[config.mk]
export PLATFORM = sky130hd
export DESIGN_NAME = streaming_topk_selector
export DESIGN_NICKNAME = d
export VERILOG_FILES = /design/src/rtl/stk_pkg.sv /design/src/rtl/stk_list.sv /design/src/rtl/streaming_topk_selector.sv
export SDC_FILE = /design/constraint.sdc
export NUM_CORES = 2
export LEC_CHECK = 0
export BUFFER_PORTS_ARGS = -buffer_cell sky130_fd_sc_hd__buf_2
export CELL_PAD_IN_SITES_DETAIL_PLACEMENT = 0
export CELL_PAD_IN_SITES_GLOBAL_PLACEMENT = 1
export CORE_AREA = 2 2 547 549
export DETAILED_ROUTE_END_ITERATION = 8
export DIE_AREA = 0 0 549 551
export PLACE_DENSITY_LB_ADDON = 0.1
export REMOVE_ABC_BUFFERS = 1
export SETUP_SLACK_MARGIN = 0.3
export SYNTH_ARGS = -nofsm -noshare
export SYNTH_HDL_FRONTEND = slang
export SYNTH_SLANG_ARGS = --single-unit
export TNS_END_PERCENT = 5
[constraint.sdc]
create_clock -name clk -period 32 [get_ports clk]
set_input_delay 6.4 -clock clk [delete_from_list [all_inputs] [get_ports clk]]
set_output_delay 6.4 -clock clk [all_outputs]
set_load 0.02 [all_outputs]
[src/rtl/stk_pkg.sv]
// ----------------------------------------------------------------------------
// stk_pkg
// Shared widths, defaults and the float ordering key for the top-k selector.
// ----------------------------------------------------------------------------
package stk_pkg;

  localparam int unsigned MAX_KEEP_DEF       = 16;
  localparam int unsigned POSITION_WIDTH_DEF = 20;
  localparam int unsigned SCORE_W            = 32;
  localparam int unsigned KEEP_W             = 5;
  localparam int unsigned RANK_W             = 4;
  localparam int unsigned POS_OUT_W          = 20;
  localparam logic [KEEP_W-1:0] KEEP_RESET   = 5'd5;
  localparam logic [7:0]  EXP_ALL_ONES       = 8'hFF;

  // Map float bits to an unsigned key whose order follows the real order
  function automatic logic [SCORE_W-1:0] order_key(input logic [SCORE_W-1:0] b);
    logic [SCORE_W-1:0] key;
    if (b[SCORE_W-2:0] == '0) begin
      key = {1'b1, {(SCORE_W-1){1'b0}}};
    end else if (b[SCORE_W-1]) begin
      key = ~b;
    end else begin
      key = {1'b1, b[SCORE_W-2:0]};
    end
    return key;
  endfunction

endpackage

[src/rtl/stk_list.sv]
// ----------------------------------------------------------------------------
// stk_list
// Sorted insertion list: one score compared against every held entry in
// parallel and shifted into place when it is taken.
// ----------------------------------------------------------------------------
module stk_list #(
  parameter int unsigned MAX_KEEP       = stk_pkg::MAX_KEEP_DEF,
  parameter int unsigned POSITION_WIDTH = stk_pkg::POSITION_WIDTH_DEF,
  parameter int unsigned KW             = $clog2(MAX_KEEP + 1)
) (
  input  logic                          clk,
  input  logic                          rst_n,
  input  logic                          upd,
  input  logic                          clr,
  input  logic [KW-1:0]                 k_eff,
  input  logic [stk_pkg::SCORE_W-1:0]   score,
  input  logic [POSITION_WIDTH-1:0]     pos,
  output logic [stk_pkg::SCORE_W-1:0]   nxt_score [MAX_KEEP],
  output logic [POSITION_WIDTH-1:0]     nxt_pos   [MAX_KEEP],
  output logic [KW-1:0]                 nxt_fill
);
  import stk_pkg::*;

  logic [SCORE_W-1:0]        score_r [MAX_KEEP];
  logic [POSITION_WIDTH-1:0] pos_r   [MAX_KEEP];
  logic [KW-1:0]             fill_r;
  logic [KW-1:0]             fill_eff;
  logic [KW-1:0]             at;
  logic [SCORE_W-1:0]        key_new;
  logic                      finite;
  logic                      do_ins;

  // Truncate to k and count held entries that rank at or above the new score
  always_comb begin
    fill_eff = (fill_r > k_eff) ? k_eff : fill_r;
    key_new  = order_key(score);
    finite   = (score[30:23] != EXP_ALL_ONES);
    at       = '0;
    for (int i = 0; i < MAX_KEEP; i++) begin
      if ((KW'(i) < fill_eff) && (order_key(score_r[i]) >= key_new)) begin
        at = at + KW'(1);
      end
    end
    do_ins = finite && ((fill_eff < k_eff) || (at < k_eff));
  end

  // Build the shifted list
  always_comb begin
    for (int i = 0; i < MAX_KEEP; i++) begin
      nxt_score[i] = score_r[i];
      nxt_pos[i]   = pos_r[i];
      if (do_ins) begin
        if (KW'(i) == at) begin
          nxt_score[i] = score;
          nxt_pos[i]   = pos;
        end else if ((KW'(i) > at) && (i > 0)) begin
          nxt_score[i] = score_r[(i > 0) ? i - 1 : 0];
          nxt_pos[i]   = pos_r[(i > 0) ? i - 1 : 0];
        end
      end
    end
    if (do_ins) begin
      nxt_fill = (fill_eff < k_eff) ? fill_eff + KW'(1) : k_eff;
    end else begin
      nxt_fill = fill_eff;
    end
  end

  // Hold the fill level; clear it at the end of a vector
  always_ff @(posedge clk) begin
    if (!rst_n) begin
      fill_r <= '0;
    end else if (upd) begin
      fill_r <= clr ? '0 : nxt_fill;
    end
  end

  // Advance the entries
  always_ff @(posedge clk) begin
    if (upd) begin
      for (int i = 0; i < MAX_KEEP; i++) begin
        score_r[i] <= nxt_score[i];
        pos_r[i]   <= nxt_pos[i];
      end
    end
  end

endmodule

[src/rtl/streaming_topk_selector.sv]
// ----------------------------------------------------------------------------
// streaming_topk_selector
// Keeps the k highest float scores of a vector and reports them in rank order.
// ----------------------------------------------------------------------------
// One score is taken every cycle: each request is compared against all held
// entries in parallel and inserted in the same cycle. A request with tlast
// copies the finished list into a result buffer. The buffer drains one result
// per cycle while out_tready is high: one per held entry, up to k, or a single
// result for an empty vector. The next vector streams in meanwhile; only a
// following tlast request waits, and it is taken in the cycle the last result
// leaves.
module streaming_topk_selector #(
  parameter int unsigned MAX_KEEP       = stk_pkg::MAX_KEEP_DEF,
  parameter int unsigned POSITION_WIDTH = stk_pkg::POSITION_WIDTH_DEF
) (
  input  logic                         clk,
  input  logic                         rst_n,
  input  logic                         in_tvalid,
  output logic                         in_tready,
  input  logic [31:0]                  in_tdata,   // [31:0] score_bits
  input  logic                         in_tlast,   // final_item
  output logic                         out_tvalid,
  input  logic                         out_tready,
  output logic [55:0]                  out_tdata,  // [3:0] rank, [23:4] position, [55:24] score_out
  output logic                         out_tuser,  // none_kept
  output logic                         out_tlast,  // last_of_run
  input  logic                         cfg_valid,
  output logic                         cfg_ready,
  input  logic [stk_pkg::KEEP_W-1:0]   cfg_data
);
  import stk_pkg::*;

  localparam int unsigned KW = $clog2(MAX_KEEP + 1);

  logic [KEEP_W-1:0]         keep_count_r;
  logic [KW-1:0]             k_eff;
  logic [POSITION_WIDTH-1:0] item_cnt_r;
  logic                      in_acc;
  logic                      pop;
  logic                      load;

  logic [SCORE_W-1:0]        nxt_score [MAX_KEEP];
  logic [POSITION_WIDTH-1:0] nxt_pos   [MAX_KEEP];
  logic [KW-1:0]             nxt_fill;

  logic [SCORE_W-1:0]        snap_score_r [MAX_KEEP];
  logic [POSITION_WIDTH-1:0] snap_pos_r   [MAX_KEEP];
  logic [KW-1:0]             remain_r;
  logic [RANK_W-1:0]         rank_r;
  logic                      empty_r;
  logic                      busy_r;

  // Configuration register
  assign cfg_ready = 1'b1;
  always_ff @(posedge clk) begin
    if (!rst_n) begin
      keep_count_r <= KEEP_RESET;
    end else if (cfg_valid) begin
      keep_count_r <= cfg_data;
    end
  end

  // Clamp k into 1..MAX_KEEP
  always_comb begin
    if (keep_count_r == '0) begin
      k_eff = KW'(1);
    end else if (32'(keep_count_r) > MAX_KEEP) begin
      k_eff = KW'(MAX_KEEP);
    end else begin
      k_eff = KW'(keep_count_r);
    end
  end

  // Handshakes: a final request waits for the buffer to drain
  assign pop       = busy_r && out_tready;
  assign in_tready = !busy_r || !in_tlast || (out_tready && remain_r == KW'(1));
  assign in_acc    = in_tvalid && in_tready;
  assign load      = in_acc && in_tlast;

  // Item counter
  always_ff @(posedge clk) begin
    if (!rst_n) begin
      item_cnt_r <= '0;
    end else if (in_acc) begin
      item_cnt_r <= in_tlast ? '0 : item_cnt_r + POSITION_WIDTH'(1);
    end
  end

  stk_list #(
    .MAX_KEEP       (MAX_KEEP),
    .POSITION_WIDTH (POSITION_WIDTH),
    .KW             (KW)
  ) u_list (
    .clk       (clk),
    .rst_n     (rst_n),
    .upd       (in_acc),
    .clr       (in_tlast),
    .k_eff     (k_eff),
    .score     (in_tdata),
    .pos       (item_cnt_r),
    .nxt_score (nxt_score),
    .nxt_pos   (nxt_pos),
    .nxt_fill  (nxt_fill)
  );

  // Result buffer control
  always_ff @(posedge clk) begin
    if (!rst_n) begin
      busy_r   <= 1'b0;
      remain_r <= '0;
      rank_r   <= '0;
      empty_r  <= 1'b0;
    end else if (load) begin
      busy_r   <= 1'b1;
      remain_r <= (nxt_fill == '0) ? KW'(1) : nxt_fill;
      rank_r   <= '0;
      empty_r  <= (nxt_fill == '0);
    end else if (pop) begin
      busy_r   <= (remain_r != KW'(1));
      remain_r <= remain_r - KW'(1);
      rank_r   <= rank_r + RANK_W'(1);
    end
  end

  // Result buffer payload: load a snapshot, shift toward slot 0 on each pop
  always_ff @(posedge clk) begin
    if (load) begin
      for (int i = 0; i < MAX_KEEP; i++) begin
        snap_score_r[i] <= nxt_score[i];
        snap_pos_r[i]   <= nxt_pos[i];
      end
    end else if (pop) begin
      for (int i = 0; i < MAX_KEEP - 1; i++) begin
        snap_score_r[i] <= snap_score_r[i+1];
        snap_pos_r[i]   <= snap_pos_r[i+1];
      end
    end
  end

  // Drive the result channel
  assign out_tvalid = busy_r;
  assign out_tlast  = (remain_r == KW'(1));
  assign out_tuser  = empty_r;
  assign out_tdata  = empty_r ? '0 :
                      {snap_score_r[0], POS_OUT_W'(snap_pos_r[0]), rank_r};

endmodule

==> impl_metrics.py <==
metrics = {
    "synthesis": {
        "ys.flop_type": "edfxtp_1",
        "netlist_instances": 10200,
        "synth_edf_count": 1664,
        "synth_commonest_cells": "1664 x edfxtp_1, 1486 x nor2_1, 836 x nand2_1, 781 x a21oi_1, 613 x clkbuf_1",
        "ys_ff_latch": 1705,
        "yosysSeqAreaShare_pct": 49.2,
        "yosysTopAreaCellShare_pct": 48.4,
        "synth_area_um2": 103000,
        "yosys_warnings": 0,
        "ys_types": 103,
        "synth_top_cell_by_area": "edfxtp_1",
        "synthArstFlopShare_pct": 0,
        "ys_top_cells_by_area": "edfxtp_1 48%, ha_1 6.6%, nor2_1 5.4%",
        "avgSynthCellArea_um2": 10.1,
        "yosysMostFrequentCell": "edfxtp_1",
    },
    "clock_network": {
        "clk_pin_slew_worst_paths_ns": 0.07,
        "insertion_delay_ns": 0.93,
        "cts_setup_buffers": 0,
        "htreeDepth": 4,
        "cts.repair.resized": 0,
        "holdBufCountCts": 0,
        "cts_root_buffer": "clkbuf_16",
        "cts_sinks": 1705,
        "numCtsBuffers": 207,
        "cts_tree": "yes",
        "ctsLongestPathBuffers": 4,
    },
    "floorplan": {
        "ios": 104,
        "fp.dieH_um": 551,
        "coreArea_um2": 296000,
        "rows": 200,
        "start_util_pct": 34.9,
        "dieArea_um2": 302000,
        "dieWidth_um": 549,
    },
    "drt": {
        "ant_nets": 0,
        "wl_mm": 451,
        "viasPerCell": 6.08,
        "drc_errors": 0,
        "drt_iter0_markers": 9186,
        "dr.pass1.iters": 6,
        "wl_per_cell_um": 32.1,
        "vias": 85500,
    },
    "timing": {
        "holdWs_ns": 0.495,
        "hold_violations": 0,
        "slew_violations": 0,
        "skew_ns": 0.0593,
        "worstMarginPinSlew_ns": 1.40,
        "slew_headroom_pct": 6.71,
        "rsz0062_at_grt": "false",
        "setup_tns_ns": 0,
        "finalWorstSetupSlack_ns": 3.21,
        "fmax_ghz": 0.0347,
        "period_needed_ns": 28.80,
        "fin_crit_sh_pct": 90.0,
        "setup_viol": 0,
    },
    "critical_path": {
        "rr_worst_depth": 83,
        "critPathKind": "primary input to flop",
        "crit_slowest_cell": "nand4b_1",
        "critical_path_required_ns": 32.64,
        "crit_fanout": 82,
        "path_common_cell": "ha_1",
        "max_stage_delay_ns": 1.00,
        "critPathLaunchType": "primary input",
        "cp.arrival_ns": 29.44,
        "critPathCaptureType": "flop",
    },
    "global_routing": {
        "grt_pass1_vias": 83300,
        "grt.overflow.total": 0,
        "grtUsageTotal_pct": 28.9,
        "grt_pass1_wl_mm": 634,
        "antenna_found_initial": 21,
        "grt_start_max_net_pins": 171,
    },
    "pwr": {
        "p_comb_share_pct": 55.0,
        "ir_drop_mv": 0.345,
        "p_int_mw": 8.10,
        "leakage_nw": 41.3,
        "swShare_pct": 47.3,
        "p_switching_mw": 7.27,
        "powerDensity_nw_per_um2": 134,
        "p_clk_share_pct": 15.6,
        "finalPower_mw": 15.4,
        "seqPwrFrac_pct": 29.4,
    },
    "worst_hold_path": {
        "hold_path_class": "flop to flop",
        "hold_depth": 2,
    },
    "cells_and_area": {
        "multi_input_area_um2": 49000,
        "areaGrowthSynthToFinish_pct": 11.1,
        "regArea_um2": 50800,
        "nets": 10500,
        "drive_gt1_share_pct": 10.3,
        "fill_cells": 29300,
    },
    "placed_design": {
        "place.gp.congestion": 0.926,
        "dp_slack_ns": 2.66,
        "dp_hpwl_mm": 297,
        "portBuffers": 102,
    },
    "run_status": {
        "run_status": "finished, final reports clean",
    },
    "job": {
        "drv_cap": 0,
    },
}
[per-stage QoR]
stage               utilization (%)  instances  instance area (µm²)
finish                         38.8      14100               115000
floorplan                         -       9348                99900
CTS                            38.7      14100               115000
global placement               36.5      13700               108000
detailed placement             36.5      13700               108000
global route                   38.7      14100               115000
[logic make-up (layout without fill, tap and decap cells)]
logic type | after synthesis | in the layout | synth area share [%]
DFF | 1705 | 1705 | 49.2
and+or+nand+nor | 3111 | 3111 | 13.2
other | 1 | 6 | 0.00363
adders and majority gates | 545 | 545 | 6.60
buffers and inverters | 981 | 914 | 3.81
xor gates and xnor gates | 597 | 597 | 5.26
AOI/OAI and AO/OA | 2957 | 2957 | 18.8
muxes | 292 | 292 | 3.12
[registers in the layout, indices dropped and copies added (netlist names)]
signal          cells
out_tuser           1
keep_count_r        5
u_list.score_r    512
snap_score_r      512
remain_r            5
u_list.fill_r       5
u_list.pos_r      320
item_cnt_r         20
out_tvalid          1
snap_pos_r        320
rank_r              4
[layer usage]
layer	share of wire [%]	GRT usage, %	up-vias
met5	0.0029	0.0469	-
met2	46	47.4	3471
li1	-	-	37900
met4	5.5	14.2	2
met3	6.1	3.94	736
met1	42	37.5	43400
[power by group through the flow]
stage | Combinational (mW) | Sequential [mW] | Clock [mW]
detailed placement | 8.38 | 4.53 | 0
floorplan | 5.32 | 4.50 | 0
global route | 9.20 | 4.57 | 2.52
finish | 8.46 | 4.51 | 2.40
CTS | 8.42 | 4.50 | 2.44
global placement | 8.27 | 4.53 | 0
[critical path, delay by kind of cell]
kind / cells / cell delay [ns]
AO/OA/AOI/OAI: 34 / 7.71
AND/OR/NAND/NOR: 22 / 7.88
multiplexers: 2 / 0.60
buffers and inverters: 10 / 1.58
XOR/XNOR: 1 / 0.25
adder cells (fa/ha/maj): 16 / 4.87
[worst paths after layout]
| path | start | to | slack [ns] |
|---|---|---|---|
| min reg2reg | rank_r[1] | rank_r[1] | 0.49 |
| min | rank_r[1] | rank_r[1] | 0.49 |
| max reg2reg | u_list.score_r[0][46] | u_list.score_r[1][238] | 9.60 |
| max | in_tdata[6] | u_list.score_r[1][238] | 3.21 |
[layout by cell type (no fill, tap or decap), types with 60 or more instances in the layout]
cell type	instances
nor2_1	1456
buf_2	102
a2bb2oi_1	74
mux2i_1	61
nand2_1	827
nand4_1	109
o31ai_1	327
o21ai_0	403
buf_4	276
a211oi_1	69
mux2_2	230
nor2b_1	89
xnor2_1	520
a21oi_1	780
and3_1	114
nor3_1	109
inv_1	129
o22ai_1	355
a21o_1	152
o32ai_1	91
a31oi_1	230
clkinv_1	62
and4_1	60
edfxtp_1	1664
nor4_1	136
ha_1	545
xor2_1	61
clkbuf_16	211
[cell type report]
class | instances | area share [%]
Antenna cell | 5 | 0.0109
Sequential cell | 1705 | 44.2
Tap cell | 3939 | 4.29
Inverter | 140 | 0.472
Timing Repair Buffer | 393 | 2.51
Clock buffer | 258 | 4.82
Multi-Input combinational cell | 7503 | 42.7
Clock inverter | 123 | 0.947
No activity file was read; power rests on OpenSTA's default activity.
